$ cat config.mk
export PLATFORM = sky130hd
export DESIGN_NAME = next_greater_element
export DESIGN_NICKNAME = d
export VERILOG_FILES = /design/src/design/nge_pkg.sv /design/src/design/next_greater_element.sv
export SDC_FILE = /design/constraint.sdc
export NUM_CORES = 1
export LEC_CHECK = 0
export ABC_AREA = 0
export BUFFER_PORTS_ARGS = -buffer_cell sky130_fd_sc_hd__buf_2
export CORE_AREA = 5 5 259 388
export CTS_CLUSTER_SIZE = 30
export DETAILED_ROUTE_END_ITERATION = 6
export DIE_AREA = 0 0 264 393
export GPL_ROUTABILITY_DRIVEN = 0
export MAX_ROUTING_LAYER = met4
export PLACE_DENSITY = 0.66
export SLEW_MARGIN = 20
export SYNTH_ARGS = -nofsm -noshare
export SYNTH_HDL_FRONTEND = slang
export SYNTH_SLANG_ARGS = --single-unit
$ cat constraint.sdc
create_clock -name i_clk -period 10.9 [get_ports i_clk]
set_input_delay 2.18 -clock i_clk [delete_from_list [all_inputs] [get_ports i_clk]]
set_output_delay 2.18 -clock i_clk [all_outputs]
set_load 0.005 [all_outputs]
$ cat src/design/nge_pkg.sv
// Package for the next greater element block: sizes and the sequencer state type.
`default_nettype none
package nge_pkg;

    localparam int NGE_STACK_DEPTH = 32;
    localparam int NGE_DATA_W      = 32;

    typedef enum logic [5:0] {
        S_IDLE  = 6'b000001,
        S_CMP   = 6'b000010,
        S_PUSH  = 6'b000100,
        S_FREAD = 6'b001000,
        S_FLUSH = 6'b010000,
        S_FIN   = 6'b100000
    } t_state;

endpackage
`default_nettype wire

$ cat src/design/next_greater_element.sv
// Next greater element finder: monotonic stack held in a one-port-read synchronous memory.
//
//  channel | direction | handshake          | payload
//  --------+-----------+--------------------+-------------------------------------------
//  input   | in        | i_valid / o_ready  | i_value, i_last
//  result  | out       | o_valid / i_ready  | o_element, o_next_value, o_has_next,
//          |           |                    | o_overflow, o_end_of_run
//
// One request at a time. Each request loops reading the stack top from memory through
// the registered read port and comparing, popping while its value is greater; it then
// pushes or flags overflow, then flushes the stack on last. Each result is held one
// slot back so end_of_run can be marked on the final one. Reset is synchronous and only
// clears the sequencer, stack count and valid flags; memory contents stay undefined. A
// stalled result channel stalls the sequencer wherever a new result must be queued.
`default_nettype none
module next_greater_element
    import nge_pkg::*;
#(
    parameter int STACK_DEPTH = NGE_STACK_DEPTH
) (
    input  wire logic                          i_clk,
    input  wire logic                          i_rst_n,
    input  wire logic                          i_valid,
    output logic                               o_ready,
    input  wire logic signed [NGE_DATA_W-1:0]  i_value,
    input  wire logic                          i_last,
    output logic                               o_valid,
    input  wire logic                          i_ready,
    output logic signed [NGE_DATA_W-1:0]       o_element,
    output logic signed [NGE_DATA_W-1:0]       o_next_value,
    output logic                               o_has_next,
    output logic                               o_overflow,
    output logic                               o_end_of_run
);

    localparam int AW = (STACK_DEPTH > 1) ? $clog2(STACK_DEPTH) : 1;
    localparam int CW = $clog2(STACK_DEPTH + 1);
    localparam logic [CW-1:0] DEPTH_C = CW'(STACK_DEPTH);
    localparam logic [CW-1:0] ONE_C   = CW'(1);
    localparam logic [CW-1:0] TWO_C   = CW'(2);

    // stack memory and its registered read port
    logic [NGE_DATA_W-1:0] mem [STACK_DEPTH];
    logic signed [NGE_DATA_W-1:0] r_rdata;
    logic          rd_en;
    logic [AW-1:0] rd_addr;
    logic          wr_en;
    logic [AW-1:0] wr_addr;

    // sequencer and request registers
    t_state r_state, n_state;
    logic [CW-1:0] r_count, n_count;
    logic signed [NGE_DATA_W-1:0] r_val;
    logic r_last;
    logic r_popped, n_popped;

    // held result, one slot behind the output register
    logic r_hold_v, n_hold_v;
    logic signed [NGE_DATA_W-1:0] r_hold_elem, n_hold_elem;
    logic signed [NGE_DATA_W-1:0] r_hold_next, n_hold_next;
    logic r_hold_has, n_hold_has;
    logic r_hold_ovf, n_hold_ovf;

    // output register
    logic r_o_valid, n_o_valid;
    logic signed [NGE_DATA_W-1:0] r_o_elem, n_o_elem;
    logic signed [NGE_DATA_W-1:0] r_o_next, n_o_next;
    logic r_o_has, n_o_has;
    logic r_o_ovf, n_o_ovf;
    logic r_o_end, n_o_end;

    // new result request from the sequencer
    logic em_req;
    logic signed [NGE_DATA_W-1:0] em_elem;
    logic signed [NGE_DATA_W-1:0] em_next;
    logic em_has;
    logic em_ovf;
    logic fin_req;

    logic out_free;
    logic can_emit;
    logic accept;

    assign out_free = !r_o_valid || i_ready;
    assign can_emit = !r_hold_v || out_free;
    assign o_ready  = (r_state == S_IDLE);
    assign accept   = i_valid && o_ready;

    // sequencer
    always_comb begin
        n_state  = r_state;
        n_count  = r_count;
        n_popped = r_popped;
        rd_en    = 1'b0;
        rd_addr  = AW'(r_count - ONE_C);
        wr_en    = 1'b0;
        wr_addr  = AW'(r_count);
        em_req   = 1'b0;
        em_elem  = r_rdata;
        em_next  = '0;
        em_has   = 1'b0;
        em_ovf   = 1'b0;
        fin_req  = 1'b0;
        unique case (r_state)
            S_IDLE: begin
                if (accept) begin
                    n_popped = 1'b0;
                    if (r_count != '0) begin
                        rd_en   = 1'b1;
                        n_state = S_CMP;
                    end else begin
                        n_state = S_PUSH;
                    end
                end
            end
            S_CMP: begin
                if (r_val > r_rdata) begin
                    em_req  = 1'b1;
                    em_next = r_val;
                    em_has  = 1'b1;
                    if (can_emit) begin
                        n_count  = r_count - ONE_C;
                        n_popped = 1'b1;
                        if (r_count != ONE_C) begin
                            rd_en   = 1'b1;
                            rd_addr = AW'(r_count - TWO_C);
                        end else begin
                            n_state = S_PUSH;
                        end
                    end
                end else begin
                    n_state = S_PUSH;
                end
            end
            S_PUSH: begin
                if (r_count < DEPTH_C) begin
                    wr_en   = 1'b1;
                    n_count = r_count + ONE_C;
                    n_state = r_last ? S_FREAD : S_FIN;
                end else if (!r_popped) begin
                    em_req  = 1'b1;
                    em_elem = r_val;
                    em_ovf  = 1'b1;
                    if (can_emit) begin
                        n_state = r_last ? S_FREAD : S_FIN;
                    end
                end else begin
                    n_state = r_last ? S_FREAD : S_FIN;
                end
            end
            S_FREAD: begin
                if (r_count != '0) begin
                    rd_en   = 1'b1;
                    n_state = S_FLUSH;
                end else begin
                    n_state = S_FIN;
                end
            end
            S_FLUSH: begin
                em_req = 1'b1;
                if (can_emit) begin
                    n_count = r_count - ONE_C;
                    if (r_count != ONE_C) begin
                        rd_en   = 1'b1;
                        rd_addr = AW'(r_count - TWO_C);
                    end else begin
                        n_state = S_FIN;
                    end
                end
            end
            S_FIN: begin
                fin_req = 1'b1;
                if (!r_hold_v || out_free) begin
                    n_state = S_IDLE;
                end
            end
            default: begin
                n_state = S_IDLE;
            end
        endcase
    end

    // result queue: hold slot feeds the output register
    always_comb begin
        n_hold_v    = r_hold_v;
        n_hold_elem = r_hold_elem;
        n_hold_next = r_hold_next;
        n_hold_has  = r_hold_has;
        n_hold_ovf  = r_hold_ovf;
        n_o_valid   = r_o_valid && !i_ready;
        n_o_elem    = r_o_elem;
        n_o_next    = r_o_next;
        n_o_has     = r_o_has;
        n_o_ovf     = r_o_ovf;
        n_o_end     = r_o_end;
        if (em_req && can_emit) begin
            if (r_hold_v) begin
                n_o_valid = 1'b1;
                n_o_elem  = r_hold_elem;
                n_o_next  = r_hold_next;
                n_o_has   = r_hold_has;
                n_o_ovf   = r_hold_ovf;
                n_o_end   = 1'b0;
            end
            n_hold_v    = 1'b1;
            n_hold_elem = em_elem;
            n_hold_next = em_next;
            n_hold_has  = em_has;
            n_hold_ovf  = em_ovf;
        end else if (fin_req && r_hold_v && out_free) begin
            n_o_valid = 1'b1;
            n_o_elem  = r_hold_elem;
            n_o_next  = r_hold_next;
            n_o_has   = r_hold_has;
            n_o_ovf   = r_hold_ovf;
            n_o_end   = 1'b1;
            n_hold_v  = 1'b0;
        end
    end

    // stack memory
    always_ff @(posedge i_clk) begin
        if (wr_en) begin
            mem[wr_addr] <= r_val;
        end
        if (rd_en) begin
            r_rdata <= mem[rd_addr];
        end
    end

    // control registers
    always_ff @(posedge i_clk) begin
        if (!i_rst_n) begin
            r_state   <= S_IDLE;
            r_count   <= '0;
            r_popped  <= 1'b0;
            r_hold_v  <= 1'b0;
            r_o_valid <= 1'b0;
        end else begin
            r_state   <= n_state;
            r_count   <= n_count;
            r_popped  <= n_popped;
            r_hold_v  <= n_hold_v;
            r_o_valid <= n_o_valid;
        end
    end

    // payload registers
    always_ff @(posedge i_clk) begin
        if (accept) begin
            r_val  <= i_value;
            r_last <= i_last;
        end
        r_hold_elem <= n_hold_elem;
        r_hold_next <= n_hold_next;
        r_hold_has  <= n_hold_has;
        r_hold_ovf  <= n_hold_ovf;
        r_o_elem    <= n_o_elem;
        r_o_next    <= n_o_next;
        r_o_has     <= n_o_has;
        r_o_ovf     <= n_o_ovf;
        r_o_end     <= n_o_end;
    end

    assign o_valid      = r_o_valid;
    assign o_element    = r_o_elem;
    assign o_next_value = r_o_next;
    assign o_has_next   = r_o_has;
    assign o_overflow   = r_o_ovf;
    assign o_end_of_run = r_o_end;

endmodule
`default_nettype wire
==> results by stage, run 1 <==
Min path:
- The worst hold path was traced through 0 stages.
- The type of the most critical hold path is reg -> reg.
- The startpoint identified for the worst hold timing path is r_hold_elem[21].
- The endpoint of the worst hold-timing path is o_element[21].

Power and ir drop:
- For this design the total switching power over the nets is about 0.0045 W.
- The proportion of total power due to net switching is between 30% and 40%.
- The sequential share of power is 42.8%.
- The worst vdd rail ir drop is roughly 0.00029 V.
- The total power per unit cell area is 251 nW/um^2.
- In this run the static leakage power is roughly 18 nW.
- The cell-internal power is about 0.009 W.
- Combinational cells account for 28.5% of the total power.
- The clock network power share is 28.7%.

Setup path:
- On the worst path, the slowest cell contributes a delay of between 800 and 900 ps.
- Along the worst path, the maximum fanout reaches 51.
- The register-to-register setup slack is approximately 4400 ps.
- STA puts the critical path data required time at roughly 11000 ps.
- The critical path goes through ha_1, nand4_1, nor3_1, a22oi_1, a21boi_0, o31ai_1, buf_4, o21ai_0, nand2_1, nor2_1, a22o_4, buf_4, a31oi_1, a311oi_1, a31oi_1.
- The startpoint identified for the worst register-to-register timing path is r_val[31].
- The startpoint kind of the worst setup timing path is a register.
- Measured in cells, the most critical reg-to-reg path has a length of 15.
- Counting both buffers and inverters, the worst setup path holds a total of 2.
- The type of destination of the critical path is a register.
- At the worst endpoint, the arrival time is a little under 7000 ps.
- The critical path is of the reg -> reg type.
- The capture point of the worst reg-to-reg path is r_rdata[18].
- The slowest stage of the critical path is the sky130_fd_sc_hd__edfxtp_1 cell.
- Broken down by cell family, the worst path's largest delay share belongs to compound AO/OA/AOI/OAI gates.

Synth:
- The number of distinct library cells after synthesis is 57.
- The number of flops mapped to enable cells by yosys is around 1200.
- Sorting the synthesized cells by area gives the leading types as sky130_fd_sc_hd__edfxtp_1 77%, sky130_fd_sc_hd__nand2_1 5.9%, sky130_fd_sc_hd__mux4_2 3.1%.
- The total number of yosys warnings is 0.
- The post-synthesis instance area is roughly 48000 um^2.
- The cell type with the largest total area after synthesis is sky130_fd_sc_hd__edfxtp_1.
- After synthesis, the share of flip-flops with an asynchronous set or reset is 0%.
- The cell count after synthesis is around 3100.
- Sequential elements use 77.2% of the synthesized area.
- The commonest cells after synthesis are 1222 x sky130_fd_sc_hd__edfxtp_1, 751 x sky130_fd_sc_hd__nand2_1, 267 x sky130_fd_sc_hd__nand3_1.
- The net count after synthesis is roughly 3200.
- The average instance in the mapped netlist occupies around 15 um^2.
- Among all cell types in the netlist, the one instantiated most often is sky130_fd_sc_hd__edfxtp_1.
- The area share of the largest cell type after synthesis is ~77%.
- The main flop type after synthesis is sky130_fd_sc_hd__edfxtp_1.
- Synthesis inferred between 1000 and 1500 register bits.

Layout:
- In the final layout, the share of cells above drive strength 1 is roughly 14%.
- The number of nets in the layout is roughly 3300.
- After filler insertion, the fill cell instance count of the layout stands at 7499.
- The utilization after layout is a little under three fifths.
- The area overhead of the layout relative to synthesis is 12.7%.

Timing:
- The final count of pins violating max slew was 0.
- The sum of negative setup slack is 0 ps.
- Setup repair after global routing left no endpoint under its margin.
- At the pin with the least slew margin, the transition time is ~1200 ps.
- Timing would allow up to 153 MHz.
- Setup violations remaining at the end of the flow were counted as 0.
- In the finished design, the share of the clock period the worst path needs comes to 59.9%.
- The post-layout minimum cycle time is between 6000 and 7000 ps.
- The post-route clock skew is 14.4 ps.
- The max-slew headroom at the worst pin is between 20% and 30%.
- On the final layout, the worst hold slack is 416 ps.
- The number of hold-slack violations in the final timing report is 0.

Routing:
- The routed design uses 13.8 mm of met3 wire.
- The starting DRC count in detailed routing is ~3800.
- The number of remaining DRC errors is 0.
- Dividing the detail-routed wire length by the instance count gives between 30 and 40 um.
- The vias per cell is 6.31.
- The via total after detailed routing is 29100.
- For this block, wires on met1 add up to about 49 mm.
- The number of nets still failing antenna checks after routing is 0.
- The post-detailed-routing wire length is 141 mm.
- After detailed routing, no signal wire sits above met4.
- Detailed routing placed a total of 68.3 mm of wire on met2.
- The first TritonRoute pass finished after 6 iterations.

Global route:
- The first global-routing pass estimated 199 mm of wire.
- The number of global-route vias before repair came to between 20000 and 30000.
- The total overflow reported by the global router is 0.
- The maximum number of pins on one net before global-route repair is around 190.
- Global routing used between 20 and 30% of the available tracks across all layers.
- The initial antenna violation count is 3.

Die:
- The vertical die dimension is 393 um.
- The die covers approximately 100000 um^2.
- The area of the core is a little under 100000 um^2.
- The width of the chip is between 200 and 300 um.
- Pin placement for this block handled approximately 110 I/O pins.
- The site row count is 140.
- Once the floorplan was initialized, standard cells occupied about half of the core.

Clocking:
- The number of clock buffers added by TritonCTS is between 100 and 150.
- The number of resized instances in the post-cts repair step is 0.
- TritonCTS built the clock tree.
- Buffers inserted to repair hold after CTS numbered 0.
- The worst-skew pair later-pin latency is 710 ps.
- The clock net sink count is between 1000 and 1500.
- In this run the number of H-tree levels came out at 3.
- The clock passes through at most 3 buffers.
- After clock tree synthesis, the setup repair step added 0 buffers.
- The tree is rooted in a sky130_fd_sc_hd__clkbuf_16.
- Clock-pin slew was measured on the worst setup and hold paths at roughly 70 ps.

Run:
- The tool flagged a number of max-cap violations equal to 0.

Outcome:
- The flow ran to the end, and the final reports show no timing, DRC or antenna violations.

Place:
- The number of input and output port buffers inserted is roughly 110.
- Detailed placement finished with a half-perimeter wire length of approximately 70 mm.
==> kinds of logic after synthesis <==
| family | synth area share, % |
|---|---|
| compound gates | 5.01 |
| xor+xnor | 0.204 |
| fa+ha+maj | 1.02 |
| buf+inv | 1.98 |
| flops | 77.2 |
| mux | 3.89 |
| simple gates | 10.7 |
==> registers in the layout (all words and copies together) (netlist names), 6 cells and up <==
signal        cells
r_hold_elem      32
r_val            32
mem            1024
r_rdata          32
o_next_value     32
r_count           6
r_state           6
o_element        32
r_hold_next      32
==> metal layers <==
layer  track usage [%]  vias to the layer above
li1                  -                    12200
met1              33.9                    14800
met2              44.4                     1767
met3              4.20                      411
met4              14.4                        0
met5                 -                        -
==> cell type report <==
class                   count  area [um^2]  area share [%]
inverters                  43          161           0.299
well taps                1278         1600            2.96
clock inverters            75          797            1.48
repair buffers            192         1370            2.53
flip-flops and latches   1237        37000            68.5
clock buffers             124         2760            5.12
diodes                      3         7.51          0.0139
multi-input cells        1665        10300            19.1
==> worst max path at each step <==
stage,from,cells past startpoint,to
floorplan,r_val[31],10,o_element[0]
global placement,r_val[16],15,r_rdata[16]
detailed placement,r_val[22],14,r_rdata[16]
CTS,r_val[22],14,r_rdata[19]
global route,r_val[31],15,r_rdata[21]
finish,r_val[31],15,r_rdata[18]
==> cell usage in the layout (no fill, tap or decap), types with 7 or more instances in the layout <==
cell                        synthesis  routed
sky130_fd_sc_hd__edfxtp_1        1222    1222
sky130_fd_sc_hd__nand2_1          751     750
sky130_fd_sc_hd__nand3_1          267     267
sky130_fd_sc_hd__clkbuf_16          0     109
sky130_fd_sc_hd__buf_2             46     105
sky130_fd_sc_hd__a31oi_1           97      97
sky130_fd_sc_hd__buf_4              8      68
sky130_fd_sc_hd__mux4_2            65      65
sky130_fd_sc_hd__o21ai_0           44      44
sky130_fd_sc_hd__nand4_1           43      43
sky130_fd_sc_hd__inv_1             41      40
sky130_fd_sc_hd__mux2i_1           40      40
sky130_fd_sc_hd__ha_1              39      39
sky130_fd_sc_hd__a32oi_1           33      33
sky130_fd_sc_hd__and3_1            33      33
sky130_fd_sc_hd__nor2_4             0      33
sky130_fd_sc_hd__clkinv_1           1      32
sky130_fd_sc_hd__o2111ai_1         31      31
sky130_fd_sc_hd__o2111a_1          31      31
sky130_fd_sc_hd__a311oi_1          31      31
sky130_fd_sc_hd__nor2_1            59      26
sky130_fd_sc_hd__a21oi_1           20      20
sky130_fd_sc_hd__clkbuf_1         102      16
sky130_fd_sc_hd__bufinv_16          0      16
sky130_fd_sc_hd__clkinv_2           0      16
sky130_fd_sc_hd__dfxtp_1           15      15
sky130_fd_sc_hd__buf_8              0      12
sky130_fd_sc_hd__nand3b_1           7       7
sky130_fd_sc_hd__nor3_1             7       7
==> through the flow <==
stage	setup slack (ps)	cells	power, W	area (um^2)
3_3_place_gp	4520	4401	0.00958	50200
4_1_cts	4460	4604	0.0135	53800
3_5_place_dp	4500	4405	0.00967	50300
6_report	4370	4617	0.0136	54000
2_1_floorplan	5280	3125	0.00830	47900
5_1_grt	4140	4616	0.0140	54000
==> power by group through the flow <==
| stage | Sequential, W | Combinational [W] | Clock, W |
|---|---|---|---|
| after floorplan | 0.00592 | 0.00238 | 0 |
| after CTS | 0.00585 | 0.00374 | 0.00392 |
| after global routing | 0.00581 | 0.00412 | 0.00411 |
| after global placement | 0.00596 | 0.00362 | 0 |
| final | 0.00580 | 0.00386 | 0.00389 |
| after detailed placement | 0.00596 | 0.00371 | 0 |
==> worst reg2reg max path, cell delays in order (launching register included) <==
cell	delay (ps)
sky130_fd_sc_hd__edfxtp_1	820
sky130_fd_sc_hd__ha_1	580
sky130_fd_sc_hd__nand4_1	190
sky130_fd_sc_hd__nor3_1	230
sky130_fd_sc_hd__a22oi_1	110
sky130_fd_sc_hd__a21boi_0	530
sky130_fd_sc_hd__o31ai_1	180
sky130_fd_sc_hd__buf_4	180
sky130_fd_sc_hd__o21ai_0	480
sky130_fd_sc_hd__nand2_1	380
sky130_fd_sc_hd__nor2_1	350
sky130_fd_sc_hd__a22o_4	710
sky130_fd_sc_hd__buf_4	780
sky130_fd_sc_hd__a31oi_1	230
sky130_fd_sc_hd__a311oi_1	390
sky130_fd_sc_hd__a31oi_1	80
No activity file was read; power rests on OpenSTA's default activity.
==> inputs of run 2 (changes only) <==
Clock period 10.9 ns to 6.3 ns, I/O delays scaled along.
==> run 2 against run 1 <==
Effect of this change: register-to-register slack got worse by 3800 ps; sequential share of layout area down 0.46 points; critical endpoint is now r_rdata[14]; largest power group unchanged; clock-buffer cell count grew 4; cell area increased by 0.68%; fmax grew 14%.
==> results by stage, run 2 (synthesis gave the netlist of run 1 again) <==
Clocking:
- The number of resized instances in the post-cts repair step is 0.
- The H-tree was split into 3 levels.
- For the worst-skew pair, the clock arrives at the later sink with an insertion delay of between 700 and 800 ps.
- Clock tree synthesis inserted a total of ~110 buffers.
- The maximum count of clock buffers along a single path is 3.
- The post-CTS setup buffer count is 0.
- The clock net sink count is roughly 1200.
- CTS placed an instance of sky130_fd_sc_hd__clkbuf_16 at the clock tree root.
- Hold repair after CTS inserted 0 buffers.
- The clock transition at the registers of the reported paths is ~70 ps.
- The CTS tree is yes.

Layout:
- In the layout the commonest cells are 1222 x sky130_fd_sc_hd__edfxtp_1, 750 x sky130_fd_sc_hd__nand2_1, 267 x sky130_fd_sc_hd__nand3_1, 111 x sky130_fd_sc_hd__clkbuf_16, 105 x sky130_fd_sc_hd__buf_2.
- For this run, the post-layout net count is roughly 3400.
- The area used by multi-input combinational logic is roughly 10000 um^2.
- The most flop-heavy register is mem.
- The utilization after layout is between 50% and 60%.
- The leading cell type in the layout, fill and taps excluded is sky130_fd_sc_hd__edfxtp_1.
- The area overhead of the layout relative to synthesis is 13.5%.
- The layout has 7455 filler cells.
- The number of flip-flops in the largest register is approximately 1000.
- Excluding fillers, the count of instances in the completed layout stands at 4654.
- The share of post-route cells with drive strength above 1 is roughly 15%.
- The flip-flop and latch area is approximately 37000 um^2.

Run:
- Max-cap violations in this run came to 0.

Routing:
- Dividing the detail-routed wire length by the instance count gives 29.6 um.
- The detail route stage leaves a number of antenna-violating nets equal to 0.
- For this block, the routed nets add up to 138 mm of wire.
- The detailed router used layers up to and including met4.
- Using the TritonRoute via totals, the vias-per-cell ratio works out to approximately 6.2.
- The starting DRC count in detailed routing is 3883.
- The first detailed-routing pass ran for 6 iterations.
- In the routed design, unresolved DRC markers number 0.
- For this block, wires on met1 add up to a little under 50 mm.
- The routed layout has between 20000 and 30000 vias.
- The total met2 wirelength after detailed routing is a little under 70 mm.
- After detailed routing, the met3 layer carries about 12 mm of wire.

Timing:
- In the finished design, the share of the clock period the worst path needs comes to 91.2%.
- The number of hold-slack violations in the final timing report came to 0.
- Setup repair after global routing left no endpoint under its margin.
- Based on the critical path, the design can be clocked at up to around 170 MHz.
- After routing, the total negative slack on setup checks comes to 0 ps.
- Final hold analysis gives a worst-case slack of ~410 ps.
- The final count of pins violating max slew is 0.
- The max-slew headroom at the worst pin is between 20 and 25%.
- The post-layout minimum cycle time is 5750 ps.
- Between clock sinks in the finished design, the worst skew comes to about 32 ps.
- Setup violations remaining at the end of the flow were counted as 0.
- The pin slew with the least headroom to its limit is between 1000 and 1500 ps.

Setup path:
- The worst setup path is captured at a register.
- The worst setup path is of the reg -> reg kind.
- The data required time at the worst endpoint is about 6700 ps.
- The largest fanout on the critical path is 35.
- The worst register-to-register path has a depth of 12.
- The register-to-register setup slack is 550 ps.
- The arrival time at the worst endpoint is slightly above 6000 ps.
- The endpoint identified for the worst register-to-register timing path is r_rdata[14].
- The start of the worst register-to-register path is r_val[27].
- The worst setup path is launched from a register.

Global route:
- The number of global-route vias before repair is roughly 29000.
- The first global-routing pass estimated around 200 mm of wire.
- Entering global routing, the biggest net connects around 130 pins.
- The initial antenna violation count is 3.
- The total overflow reported by the global router is 0.
- The all-layer global routing usage is 26.9%.

Place:
- The cell count after placement is roughly 4500.
- The final HPWL from detailed placement is between 70 and 80 mm.
- In this run the tool buffered the top-level ports with 105 buffer cells.

Power and ir drop:
- VDD sags by at most 0.000296 V.
- For this design the static power due to leakage is about 18 nW.
- The total power per unit cell area is between 400 and 500 nW/um^2.

Die:
- The floorplan has 140 rows.
- The floorplan step defined a die boundary enclosing just over 100000 um^2.
- In this run the count of I/O pins placed on the die edge is around 110.
- The die is between 300 and 400 um tall.
- From left edge to right edge, the die measures around 260 um.
- The core region is between 90000 and 100000 um^2.
- Once the floorplan was initialized, standard cells occupied between 40% and 50% of the core.

Min path:
- The startpoint identified for the worst hold timing path is r_hold_elem[6].
- The endpoint of the worst hold-timing path is o_element[6].
- In this run the worst hold path is classified as reg -> reg.
- The worst hold path passes through 0 cells.

Outcome:
- The run finished with clean final reports.
==> run 2: through the flow <==
step                      area (um^2)  setup slack, ps  power [W]
final                           54400              554     0.0239
after global routing            54400              373     0.0247
after CTS                       54300              644     0.0239
after detailed placement        50700              666     0.0172
after global placement          50700              723     0.0171
after floorplan                 47900              677     0.0144
==> run 2: how the worst max path moves through the flow <==
stage | start | endpoint | slack (ps) | cells past startpoint
after floorplan | r_val[31] | o_element[0] | 680 | 10
after global placement | r_val[27] | r_rdata[14] | 720 | 12
after detailed placement | r_val[27] | r_rdata[14] | 670 | 12
after CTS | r_val[7] | r_rdata[14] | 640 | 13
after global routing | r_val[27] | r_rdata[11] | 370 | 14
final | r_val[27] | r_rdata[14] | 550 | 12
==> run 2: where the power goes <==
group | total, W | internal, W | switching [W] | leakage [nW]
Clock | 0.00677 | 0.00380 | 0.00297 | 1.76
Combinational | 0.00722 | 0.00222 | 0.00500 | 5.24
Sequential | 0.00993 | 0.00979 | 0.000144 | 11.2
Total | 0.0239 | 0.0158 | 0.00811 | 18.2
==> run 2: area by class of cell <==
type | instances | area share (%)
diodes | 2 | 0.00920
clock buffers | 128 | 5.30
clock inverters | 73 | 1.33
inverters | 43 | 0.301
multi-input cells | 1665 | 19.0
flip-flops and latches | 1237 | 68.0
well taps | 1278 | 2.94
repair buffers | 228 | 3.12
==> run 2: layer usage <==
metal / track usage (%) / up-vias
li1: - / 12300
met4: 14.1 / 0
met2: 44.6 / 1631
met5: - / -
met3: 3.96 / 363
met1: 32.5 / 14800
==> run 2: worst max-delay path: stages (launching register included) <==
cell and delay (ps):
sky130_fd_sc_hd__edfxtp_1 430, sky130_fd_sc_hd__buf_4 290, sky130_fd_sc_hd__ha_1 380, sky130_fd_sc_hd__nand4_1 190, sky130_fd_sc_hd__nor4_1 460, sky130_fd_sc_hd__o41a_1 300
sky130_fd_sc_hd__o31ai_1 170, sky130_fd_sc_hd__o21ai_0 610, sky130_fd_sc_hd__nand2_1 370, sky130_fd_sc_hd__a21boi_4 760, sky130_fd_sc_hd__buf_4 490, sky130_fd_sc_hd__o2111ai_1 200
sky130_fd_sc_hd__a31oi_1 760
